<file path="src/hdl/disk_to_square_grid_mapping_unit_macros.svh">
// ----------------------------------------------------------------------------
// Disk-to-square mapping unit: assertion macros
// Shared concurrent assertion forms, clocked on aclk, reset by aresetn.
// ----------------------------------------------------------------------------
`ifndef DISK_TO_SQUARE_GRID_MAPPING_UNIT_MACROS_SVH
`define DISK_TO_SQUARE_GRID_MAPPING_UNIT_MACROS_SVH

// Same-cycle implication, off while reset is asserted
`define D2SQ_ASSERT_IMP(label, ante, cons, msg) \
    label: assert property (@(posedge aclk) disable iff (!aresetn) (ante) |-> (cons)) \
        else $error(msg);

// Next-cycle implication, also checked through reset
`define D2SQ_ASSERT_NXT(label, ante, cons, msg) \
    label: assert property (@(posedge aclk) (ante) |=> (cons)) \
        else $error(msg);

`endif

</file>
<file path="src/hdl/d2sq_pkg.sv">
// ----------------------------------------------------------------------------
// d2sq_pkg
// Shared types, constants and the arctangent table of the disk-to-square unit.
// ----------------------------------------------------------------------------
package d2sq_pkg;

    // Default configuration
    localparam int COORD_WIDTH_DEF      = 16;
    localparam int ANGLE_ITERATIONS_DEF = 16;

    // Fixed-point formats
    localparam int GUARD_BITS = 8;     // extra fraction bits inside the CORDIC
    localparam int ANGLE_FRAC = 16;    // angle unit: pi/4 = 2^ANGLE_FRAC
    localparam int ZW         = ANGLE_FRAC + 3;  // signed angle accumulator
    localparam int ATAN_W     = ANGLE_FRAC + 1;  // table entry width
    localparam int GAIN_W     = 30;
    localparam logic [GAIN_W-1:0] INV_GAIN_Q30 = 30'd652032874;
    localparam int SPLIT_BITS = 24;    // low slice width of the split multipliers

    // Quadrant regions, each 90 degrees wide, starting at -pi/4
    typedef enum logic [1:0] {
        REGION_ONE   = 2'd0,
        REGION_TWO   = 2'd1,
        REGION_THREE = 2'd2,
        REGION_FOUR  = 2'd3
    } region_t;

    // Control that travels with each request through the pipeline
    typedef struct packed {
        logic    valid;
        region_t region;
    } ctl_t;

    // round(atan(2^-i) * (4/pi) * 2^16)
    function automatic logic [ATAN_W-1:0] atan_units(input int unsigned idx);
        logic [ATAN_W-1:0] val;
        case (idx)
            0:       val = 17'd65536;
            1:       val = 17'd38688;
            2:       val = 17'd20442;
            3:       val = 17'd10377;
            4:       val = 17'd5208;
            5:       val = 17'd2607;
            6:       val = 17'd1304;
            7:       val = 17'd652;
            8:       val = 17'd326;
            9:       val = 17'd163;
            10:      val = 17'd81;
            11:      val = 17'd41;
            12:      val = 17'd20;
            13:      val = 17'd10;
            14:      val = 17'd5;
            15:      val = 17'd3;
            16:      val = 17'd1;
            17:      val = 17'd1;
            default: val = '0;
        endcase
        return val;
    endfunction

endpackage

</file>
<file path="src/hdl/d2sq_cell.sv">
// ----------------------------------------------------------------------------
// d2sq_cell
// One vectoring CORDIC micro-rotation with its own pipeline register.
// ----------------------------------------------------------------------------
module d2sq_cell #(
    parameter int CW    = 27,
    parameter int SHIFT = 0
) (
    input  logic                         aclk,
    input  logic                         aresetn,
    input  logic                         en,
    input  d2sq_pkg::ctl_t               ctl_in,
    input  logic signed [CW-1:0]         x_in,
    input  logic signed [CW-1:0]         y_in,
    input  logic signed [d2sq_pkg::ZW-1:0] z_in,
    output d2sq_pkg::ctl_t               ctl_out,
    output logic signed [CW-1:0]         x_out,
    output logic signed [CW-1:0]         y_out,
    output logic signed [d2sq_pkg::ZW-1:0] z_out
);
    import d2sq_pkg::*;

    localparam logic signed [ZW-1:0] ZSTEP = ZW'(atan_units(SHIFT));

    logic signed [CW-1:0] dx, dy;
    logic signed [CW-1:0] x_reg, x_next, y_reg, y_next;
    logic signed [ZW-1:0] z_reg, z_next;
    ctl_t                 ctl_reg;

    // Rotate toward the x axis; shifts round toward minus infinity
    always_comb begin
        dx = y_in >>> SHIFT;
        dy = x_in >>> SHIFT;
        if (!y_in[CW-1]) begin
            x_next = x_in + dx;
            y_next = y_in - dy;
            z_next = z_in + ZSTEP;
        end else begin
            x_next = x_in - dx;
            y_next = y_in + dy;
            z_next = z_in - ZSTEP;
        end
    end

    // Advance one stage
    always_ff @(posedge aclk) begin
        if (!aresetn) begin
            ctl_reg.valid <= 1'b0;
        end else if (en) begin
            ctl_reg.valid <= ctl_in.valid;
        end
        if (en) begin
            ctl_reg.region <= ctl_in.region;
            x_reg          <= x_next;
            y_reg          <= y_next;
            z_reg          <= z_next;
        end
    end

    assign ctl_out = ctl_reg;
    assign x_out   = x_reg;
    assign y_out   = y_reg;
    assign z_out   = z_reg;

endmodule

</file>
<file path="config.mk">
export PLATFORM = sky130hd
export DESIGN_NAME = d2sq_cell
export DESIGN_NICKNAME = d
export VERILOG_FILES = /design/src/hdl/disk_to_square_grid_mapping_unit_macros.svh /design/src/hdl/d2sq_pkg.sv /design/src/hdl/d2sq_cell.sv
export SDC_FILE = /design/constraint.sdc
export NUM_CORES = 1
export LEC_CHECK = 0
export ABC_CLOCK_PERIOD_IN_PS = 2860
export BUFFER_PORTS_ARGS = -buffer_cell sky130_fd_sc_hd__buf_2
export CORE_MARGIN = 2
export CORE_UTILIZATION = 56
export CTS_CLUSTER_DIAMETER = 50
export DETAILED_ROUTE_END_ITERATION = 6
export GPL_TIMING_DRIVEN = 0
export MAX_ROUTING_LAYER = met4
export PLACE_DENSITY = 0.89
export SLEW_MARGIN = 20
export SYNTH_ARGS = -nofsm -noshare
export SYNTH_HDL_FRONTEND = slang
export SYNTH_SLANG_ARGS = --single-unit
</file>
<file path="constraint.sdc">
create_clock -name aclk -period 2.86 [get_ports aclk]
set_clock_uncertainty 0.1 [all_clocks]
set_input_delay 0.143 -clock aclk [delete_from_list [all_inputs] [get_ports aclk]]
set_output_delay 0.143 -clock aclk [all_outputs]
set_load 0.03 [all_outputs]
</file>
==> metrics.txt <==
Post-CTS Setup Bufs 0; Place WS -0.227 ns; Hold Crit Depth 2; status finished clean; Area Overhead vs Synth 21.7%; DP Wirelength 16500 um; Avg Inst Size Synth 8.91 sq um; Hold Crit Class primary input to flop; Post-Synthesis Cells 764; clock sinks 75; vias in the first global route 5956; Worst Setup SP x_in[4]; RSZ-0062 raised after global routing no; power per standard cell area 516 nW/um^2; Synth Area in Adders 0.155; Yosys top cell by area edfxtp_1; Switching Fraction 0.378; Syn Nets 925; Worst R2R Path Depth 2; EDFF count, synth 74; PortBufs 154; layout net count 1110; initial antenna violation count 0; CTS clock-pin slew for the worst setup and hold paths 0.06 ns; Max FO, Critical Path 10; first-pass GRT wire length 32500 um; root buffer cell clkbuf_16; most frequent cell after synthesis a21oi_1; # IOs 155; DR iter-0 viols 733; Worst Path Arrival 2.63 ns; fraction of layout cells with a size suffix above 1 0.207; Combinational Power Share 0.404; final setup fails 0; CTS tree done; Seq/Total Area, Yosys 0.330; final hold violations 0; Die Footprint 13000 sq um; period utilization 0.932; Die Span Y 114 um; CP Launch Type primary input; post-synthesis cell type count 72; First-pass DRT Iterations 6; Yosys reg bits 75; Final ANT Viol Nets 0; total power 0.00427 W; clock latency on the worst-skew pair 0.33 ns; Crit Reg-Reg Startpoint ctl_out[2]; Setup crit end kind flop; max-cap violations 0; final core occ 0.695; fin crit period 2.67 ns; Hold Startpoint z_in[16]; pin count of the biggest net entering global routing 61; Synth async-reset ratio 0; antenna cell count 0; drc violations 0; FP Rows 40; Hold WS 0.0250 ns; Synth Area in Compound Gates 0.234; DR vias 6660; grt total ovfl 0; DR WL/cell 19.3 um; sequential share of power 0.345; RePlAce Congestion 1.09; post-synthesis mux area share 0.0132; Synth Flop Type edfxtp_1; Pins Over Slew Limit 0; Routed WL 21300 um; crit path kind primary input to flop; peak supply drop 0.000354 V; XOR/XNOR Fraction of Synth Area 0.0669; main combinational cell family by area after synthesis compound AO/OA/AOI/OAI gates; core area 11900 sq um; total CTS buffers 9; initial core utilization 0.571; YS warnings 0; Worst Tran Pin Value 0.783 ns; worst-case clock buffer depth 2; Post-Synth Simple-Gate Area 0.136; Clock Power Share 0.252; CTS H-tree lvls 3; final worst slack 0.194 ns; Die Width 114 um; GRT Resource Usage Total 0.333; vias per inst 6.05; CP Data Required Time 2.83 ns; synth top area cells edfxtp_1 (33%), ha_1 (14%), a21oi_1 (5.9%); P_sw 0.00162 W; Setup TNS Final 0 ns; max_slew headroom 0.478; commonest cells in the synthesized netlist a21oi_1 (80), ha_1 (78), inv_1 (77), edfxtp_1 (74), nor2_1 (62); Post-Syn Area 6800 sq um; max frequency 0.375 GHz; Synth top area share 0.327; P_int 0.00266 W; LEAKAGE 3.81 nW
[cells in the final DEF, fill, tap and decap left out, types with 11 or more instances in the layout]
cell / netlist / final
nand3_1: 11 / 11
nor2_1: 62 / 61
a21oi_1: 80 / 80
o21ai_0: 50 / 50
clkbuf_1: 17 / 18
inv_1: 77 / 77
xor2_1: 12 / 12
buf_2: 8 / 161
edfxtp_1: 74 / 74
nand2b_1: 13 / 13
nor2b_1: 14 / 14
a21o_1: 27 / 27
o21bai_1: 12 / 12
nand2_1: 39 / 39
xnor2_1: 40 / 40
dlygate4sd3_1: 0 / 19
ha_1: 78 / 78
[sequential cells by signal, summed over array words and instances (netlist names)]
register  count
y_out        27
x_out        26
z_out        19
ctl_out       3
[path summary, 6_finish.rpt]
kind                 to  slack, ns
min           z_out[16]       0.02
min reg2reg  ctl_out[2]       0.49
max reg2reg  ctl_out[2]       2.11
max           x_out[20]       0.19
[cell type report]
cell class | instances | area (sq um)
multi-input cells | 577 | 4130
fillers | 993 | 3630
flip-flops and latches | 75 | 2240
repair buffers | 174 | 991
inverters | 78 | 293
clock buffers | 10 | 229
well taps | 147 | 184
plain buffers | 34 | 156
clock inverters | 5 | 55.1
[layer usage]
layer  track usage  routed length, um  part of all wire
met1         0.457               8910              0.42
met2         0.516               9550              0.45
met3        0.0524               2290              0.11
met4        0.0862                528             0.025
met5             -                  0                 0
[worst max-delay path, stage by stage]
cell	delay, ns
buf_2	0.11
inv_1	0.04
ha_1	0.36
buf_4	0.21
nor2_1	0.16
o221ai_2	0.15
a31oi_2	0.29
nand4b_1	0.20
o211a_1	0.28
o311ai_2	0.34
a21oi_1	0.15
xnor2_1	0.20
[kinds of logic (layout without fill, tap and decap cells)]
| kind of cell | count (synthesis) | after routing |
|---|---|---|
| AOI/OAI and AO/OA | 246 | 246 |
| and+or+nand+nor | 188 | 188 |
| buffers and inverters | 112 | 301 |
| adders and majority gates | 82 | 82 |
| DFF | 75 | 75 |
| xor gates and xnor gates | 52 | 52 |
| muxes | 9 | 9 |
[power by group through the flow]
stage / clock network, W / logic, W / registers [W]
after floorplan: 0 / 0.000791 / 0.00181
after detailed placement: 0 / 0.00165 / 0.00149
final: 0.00108 / 0.00172 / 0.00147
after CTS: 0.00108 / 0.00167 / 0.00147
after global routing: 0.00113 / 0.00184 / 0.00149
after global placement: 0 / 0.00162 / 0.00148
[timing repair]
item                                   4_1_cts  5_1_grt
endpoints found under the hold margin       19        0
resized for setup                            0        3
setup endpoints to repair                    0        5
hold buffers                                19        0
[metrics by stage]
| stage | cell area [sq um] | cells |
|---|---|---|
| after floorplan | 6800 | 764 |
| after global placement | 7760 | 1065 |
| after detailed placement | 7790 | 1066 |
| after CTS | 8260 | 1100 |
| after global routing | 8280 | 1100 |
| final | 8280 | 1100 |
(Power assumes the default switching activity.)
