$ cat config.mk
export PLATFORM = sky130hd
export DESIGN_NAME = d2sq_prerot
export DESIGN_NICKNAME = d
export VERILOG_FILES = /design/src/hdl/disk_to_square_grid_mapping_unit_macros.svh /design/src/hdl/d2sq_pkg.sv /design/src/hdl/d2sq_prerot.sv
export SDC_FILE = /design/constraint.sdc
export NUM_CORES = 1
export LEC_CHECK = 0
export BUFFER_PORTS_ARGS = -buffer_cell sky130_fd_sc_hd__buf_2
export CAP_MARGIN = 15
export CORE_MARGIN = 5
export CORE_UTILIZATION = 61
export DETAILED_ROUTE_END_ITERATION = 10
export GPL_TIMING_DRIVEN = 0
export PLACE_DENSITY = 0.91
export SETUP_SLACK_MARGIN = 0.1
export SLEW_MARGIN = 20
export SYNTH_ARGS = -nofsm -noshare
export SYNTH_HDL_FRONTEND = slang
export SYNTH_SLANG_ARGS = --single-unit
$ cat constraint.sdc
create_clock -name aclk -period 5.72 [get_ports aclk]
set_input_delay 0 -clock aclk [delete_from_list [all_inputs] [get_ports aclk]]
set_output_delay 0 -clock aclk [all_outputs]
set_load 0.1 [all_outputs]
$ cat src/hdl/disk_to_square_grid_mapping_unit_macros.svh
// ----------------------------------------------------------------------------
// Disk-to-square mapping unit: assertion macros
// Shared concurrent assertion forms, clocked on aclk, reset by aresetn.
// ----------------------------------------------------------------------------
`ifndef DISK_TO_SQUARE_GRID_MAPPING_UNIT_MACROS_SVH
`define DISK_TO_SQUARE_GRID_MAPPING_UNIT_MACROS_SVH

// Same-cycle implication, off while reset is asserted
`define D2SQ_ASSERT_IMP(label, ante, cons, msg) \
    label: assert property (@(posedge aclk) disable iff (!aresetn) (ante) |-> (cons)) \
        else $error(msg);

// Next-cycle implication, also checked through reset
`define D2SQ_ASSERT_NXT(label, ante, cons, msg) \
    label: assert property (@(posedge aclk) (ante) |=> (cons)) \
        else $error(msg);

`endif

$ cat src/hdl/d2sq_pkg.sv
// ----------------------------------------------------------------------------
// d2sq_pkg
// Shared types, constants and the arctangent table of the disk-to-square unit.
// ----------------------------------------------------------------------------
package d2sq_pkg;

    // Default configuration
    localparam int COORD_WIDTH_DEF      = 16;
    localparam int ANGLE_ITERATIONS_DEF = 16;

    // Fixed-point formats
    localparam int GUARD_BITS = 8;     // extra fraction bits inside the CORDIC
    localparam int ANGLE_FRAC = 16;    // angle unit: pi/4 = 2^ANGLE_FRAC
    localparam int ZW         = ANGLE_FRAC + 3;  // signed angle accumulator
    localparam int ATAN_W     = ANGLE_FRAC + 1;  // table entry width
    localparam int GAIN_W     = 30;
    localparam logic [GAIN_W-1:0] INV_GAIN_Q30 = 30'd652032874;
    localparam int SPLIT_BITS = 24;    // low slice width of the split multipliers

    // Quadrant regions, each 90 degrees wide, starting at -pi/4
    typedef enum logic [1:0] {
        REGION_ONE   = 2'd0,
        REGION_TWO   = 2'd1,
        REGION_THREE = 2'd2,
        REGION_FOUR  = 2'd3
    } region_t;

    // Control that travels with each request through the pipeline
    typedef struct packed {
        logic    valid;
        region_t region;
    } ctl_t;

    // round(atan(2^-i) * (4/pi) * 2^16)
    function automatic logic [ATAN_W-1:0] atan_units(input int unsigned idx);
        logic [ATAN_W-1:0] val;
        case (idx)
            0:       val = 17'd65536;
            1:       val = 17'd38688;
            2:       val = 17'd20442;
            3:       val = 17'd10377;
            4:       val = 17'd5208;
            5:       val = 17'd2607;
            6:       val = 17'd1304;
            7:       val = 17'd652;
            8:       val = 17'd326;
            9:       val = 17'd163;
            10:      val = 17'd81;
            11:      val = 17'd41;
            12:      val = 17'd20;
            13:      val = 17'd10;
            14:      val = 17'd5;
            15:      val = 17'd3;
            16:      val = 17'd1;
            17:      val = 17'd1;
            default: val = '0;
        endcase
        return val;
    endfunction

endpackage

$ cat src/hdl/d2sq_prerot.sv
// ----------------------------------------------------------------------------
// d2sq_prerot
// Picks the quadrant region of a point and turns it by a multiple of
// 90 degrees into region one, scaled up by the guard bits.
// ----------------------------------------------------------------------------
module d2sq_prerot #(
    parameter int W  = 16,
    parameter int CW = 27
) (
    input  logic                 aclk,
    input  logic                 aresetn,
    input  logic                 en,
    input  logic                 in_valid,
    input  logic signed [W-1:0]  x_in,
    input  logic signed [W-1:0]  y_in,
    output d2sq_pkg::ctl_t       ctl_out,
    output logic signed [CW-1:0] x_out,
    output logic signed [CW-1:0] y_out
);
    import d2sq_pkg::*;

    localparam int EW = W + 1;

    logic signed [EW-1:0] xe, ye, nxe, nye, px, py;
    region_t              region;
    ctl_t                 ctl_reg, ctl_next;
    logic signed [CW-1:0] x_reg, x_next, y_reg, y_next;

    // Classify the point and rotate it into region one
    always_comb begin
        xe  = EW'(x_in);
        ye  = EW'(y_in);
        nxe = -xe;
        nye = -ye;
        if (((xe == '0) && (ye == '0)) || ((xe > 0) && (ye >= nxe) && (ye < xe))) begin
            region = REGION_ONE;
            px     = xe;
            py     = ye;
        end else if ((ye > 0) && (xe <= ye) && (xe > nye)) begin
            region = REGION_TWO;
            px     = ye;
            py     = nxe;
        end else if ((xe < 0) && (ye <= nxe) && (ye > xe)) begin
            region = REGION_THREE;
            px     = nxe;
            py     = nye;
        end else begin
            region = REGION_FOUR;
            px     = nye;
            py     = xe;
        end
        ctl_next.valid  = in_valid;
        ctl_next.region = region;
        x_next = {{(CW-EW-GUARD_BITS){px[EW-1]}}, px, {GUARD_BITS{1'b0}}};
        y_next = {{(CW-EW-GUARD_BITS){py[EW-1]}}, py, {GUARD_BITS{1'b0}}};
    end

    // Hold while the pipeline is stalled
    always_ff @(posedge aclk) begin
        if (!aresetn) begin
            ctl_reg.valid <= 1'b0;
        end else if (en) begin
            ctl_reg.valid <= ctl_next.valid;
        end
        if (en) begin
            ctl_reg.region <= ctl_next.region;
            x_reg          <= x_next;
            y_reg          <= y_next;
        end
    end

    assign ctl_out = ctl_reg;
    assign x_out   = x_reg;
    assign y_out   = y_reg;

endmodule

==> impl_metrics.toml <==
[finish]
fillers = 600
drive_gt1_frac = 0.288
multi_input_area_sq_um = 2970
final_cells = 713
fin_nets = 704
seq_area_sq_um = 1100
n_antenna_cell = 0
fin_util = 0.718
area_growth_pct = 15.2

[floorplanning]
ioPinCount = 93
initial_core_util = 0.623
die_w_um = 95.9
die_height_um = 95.9
core_sq_um = 7210
dieArea_sq_um = 9190
rows = 31

[placed_design]
portBuffers = 76
post-dp-hpwl_um = 10600
gp_congestion = 0.985
placed_cells = 703
place_ws_ns = 1.25

[worst_setup_path]
start_kind = "primary input"
slowest_stage = "or4_4"
critical_path_class = "in2reg"
crit_cells = 17
worstPathMaxFanout = 10
endpoint_kind = "register"
crit_chain = "buf_2 -> buf_6 -> or4_4 -> nor3_2 -> nand2_1 -> or3_1 -> ha_1 -> ha_1 -> nand3_1 -> nor4_1 -> mux2_2 -> a311oi_1 -> o211a_1 -> buf_4 -> buf_2 -> a211oi_1 -> o31ai_1"
max_stage_delay_ns = 0.53
crit_arrival_ns = 4.37
cp_num_buf_inv = 4
critical-path-top-delay-family = "simple AND/OR/NAND/NOR gates"
r2r_cells = 3
worstPathRequired_ns = 5.79

[grt]
gr-total-overflow = 0
grt_pass1_vias = 4196
grt_pass1_wl_um = 20800
antenna_found_initial = 0
grt_max_degree = 38
grt_usage = 0.294

[clock_tree]
clkSlewWorstSetupHoldPaths_ns = 0.08
cts_buffer_depth = 2
cts-htree-levels = 2
cts_root_buf = "clkbuf_8"
clock_sinks = 37
cts_inserted_buffers = 5
cts_tree = "done"
clk-insertion-delay-late_ns = 0.29
cts_resized = 0

[pwr]
power_switching_share = 0.531
clkPwrFrac = 0.149
p_comb_frac = 0.588
cellInternalPower_uw = 650
power_frac_seq = 0.263
p_leak_nw = 2.38
power.total_mw = 1.39
p_sw_uw = 737
power_density_nw_per_um2 = 268
vdd_drop_max_uv = 139

[drt]
dr.pass1.iters = 5
drtIter0Drc = 467
drcViolationCount = 0
via_per_inst = 6.17
vias = 4399
avgRoutedWirePerCell_um = 19.0
wl_um = 13500
detail-route-antenna-nets = 0

[sta]
skew_ns = 0
hold_viol = 0
setup_ws_ns = 1.42
slew_headroom = 0.462
tightest_slew_ns = 0.807
period_needed_ns = 4.30
rsz0062_at_grt = "no"
fin_crit_sh = 0.752
setup_violations = 0
max_freq_ghz = 0.233
fin_tns_setup_ns = 0
final-max-slew-violation-count = 0

[yosys]
async_reset_ff_frac = 0
ys_top_cells_by_area = "edfxtp_1 24%, ha_1 15%, nor2_1 4.8%"
synth_area_sq_um = 4500
synthesis.instances = 513
yosys.area.top_type = "edfxtp_1"
yosysMostFrequentCell = "nor2_1"
synth_top_area_share = 0.240
synth.distinct_cells = 67
ys_warn_count = 0
syn_avg_cell_area_sq_um = 8.77
synth-edff-count = 36
synthTopCellsByCount = "58 x nor2_1, 55 x ha_1, 47 x nand2_1"
synth_ff_type = "edfxtp_1"
synth-seq-cells = 37
seq_area_frac_synth = 0.245

[hold_path]
hp-class = "in2reg"
hold_path_depth = 3

[status]
status = "completed"

[flow_run]
maxCapViolations = 0
[flip-flops by register name, indices dropped and copies added (netlist names)]
name	flops
x_out	17
y_out	17
ctl_out	3
[power by group through the flow]
| stage | Combinational [mW] | Sequential (mW) | Clock (mW) |
|---|---|---|---|
| after floorplan | 0.342 | 0.680 | 0 |
| after global placement | 0.791 | 0.369 | 0 |
| after detailed placement | 0.805 | 0.371 | 0 |
| after CTS | 0.808 | 0.365 | 0.206 |
| after global routing | 0.852 | 0.368 | 0.220 |
| final | 0.816 | 0.365 | 0.207 |
[worst min-delay path: stages]
cell     delay (ns)
buf_2          0.15
nand2_1        0.08
o31ai_2        0.06
[stage by stage]
stage	area [sq um]	hold slack (ns)
floorplan	4550	0.112
global placement	5060	0.207
detailed placement	5060	0.219
CTS	5180	0.0711
global route	5180	0.0954
finish	5180	0.0897
[layer usage]
| layer | track usage | up-vias | part of all wire |
|---|---|---|---|
| li1 | - | 2021 | - |
| met1 | 0.381 | 2047 | 0.39 |
| met2 | 0.493 | 294 | 0.47 |
| met3 | 0.0563 | 37 | 0.11 |
| met4 | 0.0924 | 0 | 0.023 |
| met5 | 0 | - | 0 |
[timing repair]
| item | 4_1_cts | 5_1_grt |
|---|---|---|
| hold buffers | 2 | 0 |
| endpoints found under the setup margin | 0 | 0 |
| hold endpoints to repair | 1 | 0 |
| buffers inserted | 0 | 0 |
[logic make-up after synthesis]
| group | count (synthesis) | synth area share |
|---|---|---|
| simple gates | 190 | 0.220 |
| flops | 37 | 0.245 |
| compound gates | 109 | 0.201 |
| xor+xnor | 27 | 0.0593 |
| fa+ha+maj | 55 | 0.153 |
| buf+inv | 88 | 0.108 |
| mux | 6 | 0.0136 |
| other cells | 1 | 0.000834 |
[final cells by class]
class                           count  area share
Buffer                             46      0.0633
Clock buffer                        7      0.0186
Clock inverter                      1    0.000966
Inverter                           42      0.0304
Multi-Input combinational cell    403       0.573
Sequential cell                    37       0.213
Tap cell                           99      0.0239
Timing Repair Buffer               78      0.0773
[path summary, 6_finish.rpt]
kind,slack (ns),to,from
hold reg to reg,1.06,ctl_out[2],ctl_out[2]
hold / removal,0.09,x_out[19],x_in[11]
setup / recovery,1.42,x_out[23],y_in[2]
setup reg to reg,4.58,ctl_out[2],ctl_out[2]
[cells in the final DEF (no fill, tap or decap), types with 8 or more instances in the layout]
cell type,count
o31ai_2,11
a211oi_2,13
nand2_1,47
ha_1,55
a21oi_1,17
nor3_1,12
nand2b_1,8
o31ai_1,13
edfxtp_1,36
conb_1,16
nor2_2,10
inv_1,42
buf_2,86
buf_4,24
xnor2_1,15
xor2_1,8
nand3_1,11
a211oi_1,15
nor2_1,58
(Power assumes the default switching activity.)
