===== src/hdl/disk_to_square_grid_mapping_unit_macros.svh =====
// ----------------------------------------------------------------------------
// Disk-to-square mapping unit: assertion macros
// Shared concurrent assertion forms, clocked on aclk, reset by aresetn.
// ----------------------------------------------------------------------------
`ifndef DISK_TO_SQUARE_GRID_MAPPING_UNIT_MACROS_SVH
`define DISK_TO_SQUARE_GRID_MAPPING_UNIT_MACROS_SVH

// Same-cycle implication, off while reset is asserted
`define D2SQ_ASSERT_IMP(label, ante, cons, msg) \
    label: assert property (@(posedge aclk) disable iff (!aresetn) (ante) |-> (cons)) \
        else $error(msg);

// Next-cycle implication, also checked through reset
`define D2SQ_ASSERT_NXT(label, ante, cons, msg) \
    label: assert property (@(posedge aclk) (ante) |=> (cons)) \
        else $error(msg);

`endif


===== src/hdl/d2sq_pkg.sv =====
// ----------------------------------------------------------------------------
// d2sq_pkg
// Shared types, constants and the arctangent table of the disk-to-square unit.
// ----------------------------------------------------------------------------
package d2sq_pkg;

    // Default configuration
    localparam int COORD_WIDTH_DEF      = 16;
    localparam int ANGLE_ITERATIONS_DEF = 16;

    // Fixed-point formats
    localparam int GUARD_BITS = 8;     // extra fraction bits inside the CORDIC
    localparam int ANGLE_FRAC = 16;    // angle unit: pi/4 = 2^ANGLE_FRAC
    localparam int ZW         = ANGLE_FRAC + 3;  // signed angle accumulator
    localparam int ATAN_W     = ANGLE_FRAC + 1;  // table entry width
    localparam int GAIN_W     = 30;
    localparam logic [GAIN_W-1:0] INV_GAIN_Q30 = 30'd652032874;
    localparam int SPLIT_BITS = 24;    // low slice width of the split multipliers

    // Quadrant regions, each 90 degrees wide, starting at -pi/4
    typedef enum logic [1:0] {
        REGION_ONE   = 2'd0,
        REGION_TWO   = 2'd1,
        REGION_THREE = 2'd2,
        REGION_FOUR  = 2'd3
    } region_t;

    // Control that travels with each request through the pipeline
    typedef struct packed {
        logic    valid;
        region_t region;
    } ctl_t;

    // round(atan(2^-i) * (4/pi) * 2^16)
    function automatic logic [ATAN_W-1:0] atan_units(input int unsigned idx);
        logic [ATAN_W-1:0] val;
        case (idx)
            0:       val = 17'd65536;
            1:       val = 17'd38688;
            2:       val = 17'd20442;
            3:       val = 17'd10377;
            4:       val = 17'd5208;
            5:       val = 17'd2607;
            6:       val = 17'd1304;
            7:       val = 17'd652;
            8:       val = 17'd326;
            9:       val = 17'd163;
            10:      val = 17'd81;
            11:      val = 17'd41;
            12:      val = 17'd20;
            13:      val = 17'd10;
            14:      val = 17'd5;
            15:      val = 17'd3;
            16:      val = 17'd1;
            17:      val = 17'd1;
            default: val = '0;
        endcase
        return val;
    endfunction

endpackage


===== src/hdl/d2sq_post.sv =====
// ----------------------------------------------------------------------------
// d2sq_post
// Removes the CORDIC gain, scales the residual angle by the radius, maps
// the region back to square coordinates and clamps to [0, 1].
// ----------------------------------------------------------------------------
module d2sq_post #(
    parameter int W  = 16,
    parameter int CW = 27
) (
    input  logic                           aclk,
    input  logic                           aresetn,
    input  logic                           en,
    input  d2sq_pkg::ctl_t                 ctl_in,
    input  logic signed [CW-1:0]           x_in,
    input  logic signed [d2sq_pkg::ZW-1:0] z_in,
    output logic                           out_valid,
    output logic [W-1:0]                   grid_u,
    output logic [W-1:0]                   grid_v,
    output logic                           clamped
);
    import d2sq_pkg::*;

    localparam int RW   = CW - 1;
    localparam int UXW  = (RW > SPLIT_BITS) ? RW : SPLIT_BITS + 1;
    localparam int HIW  = UXW - SPLIT_BITS;
    localparam int PLW  = SPLIT_BITS + GAIN_W;
    localparam int PHW  = HIW + GAIN_W;
    localparam int SMW  = UXW + GAIN_W;
    localparam int QLW  = SPLIT_BITS + 1 + ZW;
    localparam int QHW  = HIW + 1 + ZW;
    localparam int PW   = QHW + SPLIT_BITS + 1;
    localparam int OW   = CW + 1;
    localparam logic signed [PW-1:0] RND  = PW'(1) <<< (ANGLE_FRAC - 1);
    localparam logic signed [OW-1:0] ONE  = OW'(1) <<< (W - 1 + GUARD_BITS);
    localparam logic signed [OW-1:0] HALF = OW'(1) <<< GUARD_BITS;
    localparam logic signed [OW-1:0] TOP  = OW'(1) <<< (W - 1);

    // Stage one: split gain products
    logic [UXW-1:0]       ux;
    logic [PLW-1:0]       pl_reg, pl_next;
    logic [PHW-1:0]       ph_reg, ph_next;
    logic signed [ZW-1:0] z1_reg;
    ctl_t                 ctl1_reg;
    // Stage two: radius
    logic [SMW-1:0]       gsum;
    logic [RW-1:0]        r2_reg, r2_next;
    logic signed [ZW-1:0] z2_reg;
    ctl_t                 ctl2_reg;
    // Stage three: split radius-angle products
    logic [UXW-1:0]       rx;
    logic signed [QLW-1:0] ql_reg, ql_next;
    logic signed [QHW-1:0] qh_reg, qh_next;
    logic [RW-1:0]        r3_reg;
    ctl_t                 ctl3_reg;
    // Stage four: scaled angle
    logic signed [PW-1:0] tsum;
    logic signed [CW-1:0] s4_reg, s4_next;
    logic [RW-1:0]        r4_reg;
    ctl_t                 ctl4_reg;
    // Stage five: output register
    logic signed [CW-1:0] rs, ca, cb;
    logic [W-1:0]         u_reg, u_next, v_reg, v_next;
    logic                 hit_reg, hit_next, valid_reg;
    logic [W:0]           ures, vres;

    // Map one signed coordinate to [0, 1], flag in the top bit
    function automatic logic [W:0] to_unit(input logic signed [CW-1:0] c);
        logic signed [OW-1:0] q;
        logic [W:0]           res;
        q = (OW'(c) + ONE + HALF) >>> (GUARD_BITS + 1);
        if (q[OW-1]) begin
            res = {1'b1, {W{1'b0}}};
        end else if (q > TOP) begin
            res = {1'b1, W'(TOP)};
        end else begin
            res = {1'b0, W'(q)};
        end
        return res;
    endfunction

    always_comb begin
        // Stage one
        ux      = (!x_in[CW-1] && (x_in != '0)) ? UXW'(x_in[CW-2:0]) : '0;
        pl_next = PLW'(ux[SPLIT_BITS-1:0]) * PLW'(INV_GAIN_Q30);
        ph_next = PHW'(ux[UXW-1:SPLIT_BITS]) * PHW'(INV_GAIN_Q30);
        // Stage two
        gsum    = SMW'({ph_reg, {SPLIT_BITS{1'b0}}}) + SMW'(pl_reg);
        r2_next = RW'(gsum[SMW-1:GAIN_W]);
        // Stage three
        rx      = UXW'(r2_reg);
        ql_next = QLW'(signed'({1'b0, rx[SPLIT_BITS-1:0]})) * QLW'(z2_reg);
        qh_next = QHW'(signed'({1'b0, rx[UXW-1:SPLIT_BITS]})) * QHW'(z2_reg);
        // Stage four
        tsum    = PW'(signed'({qh_reg, {SPLIT_BITS{1'b0}}})) + PW'(ql_reg) + RND;
        s4_next = CW'(tsum >>> ANGLE_FRAC);
        // Stage five: map region back and clamp
        rs = signed'(CW'(r4_reg));
        case (ctl4_reg.region)
            REGION_ONE: begin
                ca = rs;
                cb = s4_reg;
            end
            REGION_TWO: begin
                ca = -s4_reg;
                cb = rs;
            end
            REGION_THREE: begin
                ca = -rs;
                cb = -s4_reg;
            end
            default: begin
                ca = s4_reg;
                cb = -rs;
            end
        endcase
        ures     = to_unit(ca);
        vres     = to_unit(cb);
        u_next   = ures[W-1:0];
        v_next   = vres[W-1:0];
        hit_next = ures[W] | vres[W];
    end

    // Advance all stages together
    always_ff @(posedge aclk) begin
        if (!aresetn) begin
            ctl1_reg.valid <= 1'b0;
            ctl2_reg.valid <= 1'b0;
            ctl3_reg.valid <= 1'b0;
            ctl4_reg.valid <= 1'b0;
            valid_reg      <= 1'b0;
        end else if (en) begin
            ctl1_reg.valid <= ctl_in.valid;
            ctl2_reg.valid <= ctl1_reg.valid;
            ctl3_reg.valid <= ctl2_reg.valid;
            ctl4_reg.valid <= ctl3_reg.valid;
            valid_reg      <= ctl4_reg.valid;
        end
        if (en) begin
            ctl1_reg.region <= ctl_in.region;
            pl_reg          <= pl_next;
            ph_reg          <= ph_next;
            z1_reg          <= z_in;
            ctl2_reg.region <= ctl1_reg.region;
            r2_reg          <= r2_next;
            z2_reg          <= z1_reg;
            ctl3_reg.region <= ctl2_reg.region;
            ql_reg          <= ql_next;
            qh_reg          <= qh_next;
            r3_reg          <= r2_reg;
            ctl4_reg.region <= ctl3_reg.region;
            s4_reg          <= s4_next;
            r4_reg          <= r3_reg;
            u_reg           <= u_next;
            v_reg           <= v_next;
            hit_reg         <= hit_next;
        end
    end

    assign out_valid = valid_reg;
    assign grid_u    = u_reg;
    assign grid_v    = v_reg;
    assign clamped   = hit_reg;

endmodule


===== config.mk =====
export PLATFORM = sky130hd
export DESIGN_NAME = d2sq_post
export DESIGN_NICKNAME = d
export VERILOG_FILES = /design/src/hdl/disk_to_square_grid_mapping_unit_macros.svh /design/src/hdl/d2sq_pkg.sv /design/src/hdl/d2sq_post.sv
export SDC_FILE = /design/constraint.sdc
export NUM_CORES = 2
export LEC_CHECK = 0
export BUFFER_PORTS_ARGS = -buffer_cell sky130_fd_sc_hd__buf_2
export CAP_MARGIN = 20
export CORE_MARGIN = 1
export CORE_UTILIZATION = 55
export DETAILED_ROUTE_END_ITERATION = 8
export PLACE_DENSITY = 0.74
export SETUP_SLACK_MARGIN = 0.05
export SLEW_MARGIN = 10
export SYNTH_ARGS = -nofsm -noshare
export SYNTH_HDL_FRONTEND = slang
export SYNTH_SLANG_ARGS = --single-unit
export TNS_END_PERCENT = 1

===== constraint.sdc =====
create_clock -name aclk -period 8.5 [get_ports aclk]
set_clock_uncertainty 0.15 [all_clocks]
set_input_delay 0.85 -clock aclk [delete_from_list [all_inputs] [get_ports aclk]]
set_output_delay 0.85 -clock aclk [all_outputs]
set_load 0.01 [all_outputs]

==> run_results.csv <==
group,metric,value,unit
status,status,"complete, but fails checks",
status,violations,"DRC",
clocking,clkTransAtPathRegs,0.07,ns
logic_synthesis,synth-edff-count,267,
timing,tns,0,ns
drt,vias,28960,
global_route,track_usage,27.49,%
timing,maxSlewViolCount,0,
layout,final_common_cell,"inv_1",
drt,postRouteWirelength,100600,um
place,place_inst,5242,
clocking,postCtsHoldBufs,0,
drt,routedWlPerCell,18.98,um
logic_synthesis,async_reset_ff_share,0,%
clocking,numCtsBuffers,27,
worst_setup_path,worst-endpoint-arrival,8.41,ns
global_route,grt_pass1_wl,161300,um
logic_synthesis,netlist_area,40990,um2
floorplanning,die_h,275,um
timing,maxSlewHeadroom,35.40,%
worst_setup_path,crit_path_end_kind,"flip-flop",
layout,drive_gt1_share,12.72,%
hold_path,hold_path.class,"flip-flop to flip-flop",
layout,fin_area,45640,um2
floorplanning,die_w,275,um
job,maxCapViolCount,0,
timing,final-setup-viol-count,0,
worst_setup_path,worstRegToRegCells,25,
floorplanning,fp.dieArea,75630,um2
logic_synthesis,ys.flop_type,"edfxtp_1",
layout,largest_register_ffs,29,
place,gp_congestion,1.005,
global_route,grt_max_degree,166,
layout,mostFrequentLayoutCells,"inv_1, fa_1, ha_1",
worst_setup_path,reg2reg_from,"z2_reg[1]$_DFFE_PP_",
timing,min_period,8.221,ns
worst_setup_path,cp.required,8.69,ns
worst_setup_path,crit_path_frequent_cell,"fa_1",
place,dpl_cell_area,44360,um2
timing,tightest_slew,0.9690,ns
floorplanning,std_cell_rows,99,
clocking,htreeDepth,1,
clocking,root_buffer,"clkbuf_16",
worst_setup_path,reg2reg_to,"ql_reg[42]$_DFFE_PP_",
logic_synthesis,syn-mean-instance-area,10.12,um2
layout,num-fill-cells,6000,
drt,first_pass_iters,8,
clocking,clock_path_buffers,3,
timing,fmax,121.6,MHz
place,place.port_buffers,85,
floorplanning,ios,86,
timing,hold_viol,0,
drt,ant_nets,0,
worst_setup_path,crit_path_start_kind,"input pin",
logic_synthesis,yosys.cell_types.count,85,
clocking,tritoncts,"done",
logic_synthesis,synthesis.nets,5248,
place,hpwl,83810,um
worst_setup_path,crit_path_max_fanout,15,
hold_path,min_to,"ctl3_reg[1]$_DFFE_PP_",
drt,drtIter0Drc,1763,
worst_setup_path,max_stage_delay,0.61,ns
global_route,grt_pass1_vias,30550,
logic_synthesis,netlist_instances,4050,
worst_setup_path,reg2reg_setup_slack,0.39,ns
logic_synthesis,ys_ff_latch,272,
layout,nets,5518,
drt,drcViolationCount,8,
worst_setup_path,slowest_stage,"fa_2",
global_route,grt_antenna_before_repair,1,
worst_setup_path,critPathKind,"input pin to flip-flop",
floorplanning,core_area,73330,um2
clocking,insertion_delay,0.59,ns
timing,holdWs,0.2666,ns
layout,area_growth_syn_to_layout,11.34,%
floorplanning,start_util,55.90,%
hold_path,min_from,"ctl2_reg[1]$_DFFE_PP_",
global_route,grt-ovfl-total,0,
timing,fin_crit_sh,96.72,%
drt,routed_via_density,5.466,
hold_path,min_path_cells,0,
timing,rsz0062_at_grt,"yes",
logic_synthesis,seq_area_frac_synth,19.80,%
layout,fin_cells,5299,
logic_synthesis,yosys_warnings,0,
clocking,clkSinkCount,272,
==> Yosys cell counts (5+ instances only) <==
library cell	n	share of area, %
a21o_1	43	0.79
inv_1	847	7.8
o41ai_1	9	0.19
a21boi_0	7	0.13
nor4_1	18	0.27
o21a_1	23	0.42
xor2_1	49	1.0
nor2b_1	32	0.49
xnor2_1	131	2.8
dfxtp_1	5	0.24
nor2_1	130	1.2
clkbuf_1	130	1.2
a31oi_1	19	0.29
nor3_1	64	0.78
buf_2	7	0.085
buf_1	9	0.082
or2_2	14	0.21
mux2_2	9	0.25
o21bai_1	19	0.35
a211oi_1	9	0.16
o31ai_1	16	0.29
and2_1	201	3.1
nor3b_1	5	0.092
o31a_1	5	0.11
nand3_1	57	0.70
o2111ai_1	7	0.15
nand4_1	22	0.34
or3_1	16	0.24
a2111oi_0	7	0.15
mux2i_1	21	0.51
o21ai_0	61	0.74
and3_1	10	0.15
ha_1	485	15
a41oi_1	9	0.19
edfxtp_1	267	20
nand2_1	375	3.4
or4_1	14	0.26
a31o_2	6	0.13
and4_1	8	0.17
o211ai_1	17	0.31
nand2b_1	37	0.56
nand3b_1	5	0.092
a21oi_1	91	1.1
fa_1	661	32
==> cell families after synthesis <==
kind of cell	count (synthesis)	share of synthesized area [%]
buf+inv	998	9.218
simple gates	1026	12.56
mux	31	0.8150
compound gates	397	6.672
flops	272	19.80
fa+ha+maj	1146	47.09
xor+xnor	180	3.846
==> critical path: cells and delay by family <==
kind | cells | cell delay [ns]
AOI/OAI and AO/OA | 8 | 1.58
xor gates and xnor gates | 1 | 0.13
buffers and inverters | 6 | 0.58
adders and majority gates | 8 | 3.85
and+or+nand+nor | 6 | 1.40
==> cell type report <==
| class | instances | area (um2) | area share, % |
|---|---|---|---|
| Multi-Input combinational cell | 2780 | 29430 | 64.49 |
| Sequential cell | 272 | 8118 | 17.79 |
| Inverter | 848 | 3183 | 6.974 |
| Timing Repair Buffer | 391 | 2776 | 6.083 |
| Tap cell | 959 | 1200 | 2.629 |
| Clock buffer | 33 | 698.2 | 1.530 |
| Clock inverter | 15 | 226.5 | 0.4962 |
| Antenna cell | 1 | 2.502 | 0.005483 |
==> how the worst max path moves through the flow <==
stage,startpoint,endpoint,slack (ns),depth (start not counted)
after CTS,x_in[13],pl_reg[50]$_DFFE_PP_,0.1,31
after detailed placement,x_in[13],pl_reg[50]$_DFFE_PP_,-0.87,29
after global placement,x_in[13],pl_reg[50]$_DFFE_PP_,-0.69,29
after global routing,x_in[6],pl_reg[47]$_DFFE_PP_,0.0007,30
final,x_in[6],pl_reg[50]$_DFFE_PP_,0.28,29
after floorplan,x_in[13],pl_reg[48]$_DFFE_PP_,0.03,30
==> what timing repair did <==
| action | in CTS | in global routing |
|---|---|---|
| setup buffers | 0 | 6 |
| pin swaps | 9 | 54 |
| hold endpoints to repair | 0 | 0 |
| resized for setup | 9 | 63 |
| endpoints found under the setup margin | 9 | 11 |
==> through the flow <==
stage          setup WS [ns]  utilization (%)
6_report              0.2788            62.24
5_1_grt            0.0007310            62.23
4_1_cts              0.09586            61.81
3_5_place_dp         -0.8675            60.49
3_3_place_gp         -0.6855            60.49
2_1_floorplan        0.02669                -
==> metal layers <==
layer	vias up	track usage, %	share of wire, %
li1	13470	-	-
met1	14360	33.53	39
met2	903	49.25	51
met3	223	3.884	5.7
met4	0	10.21	4.2
met5	-	0	0
Power is left out: the tool's default activity adds up to more than one toggle a clock period on the data nets, which glitch-free logic cannot reach.
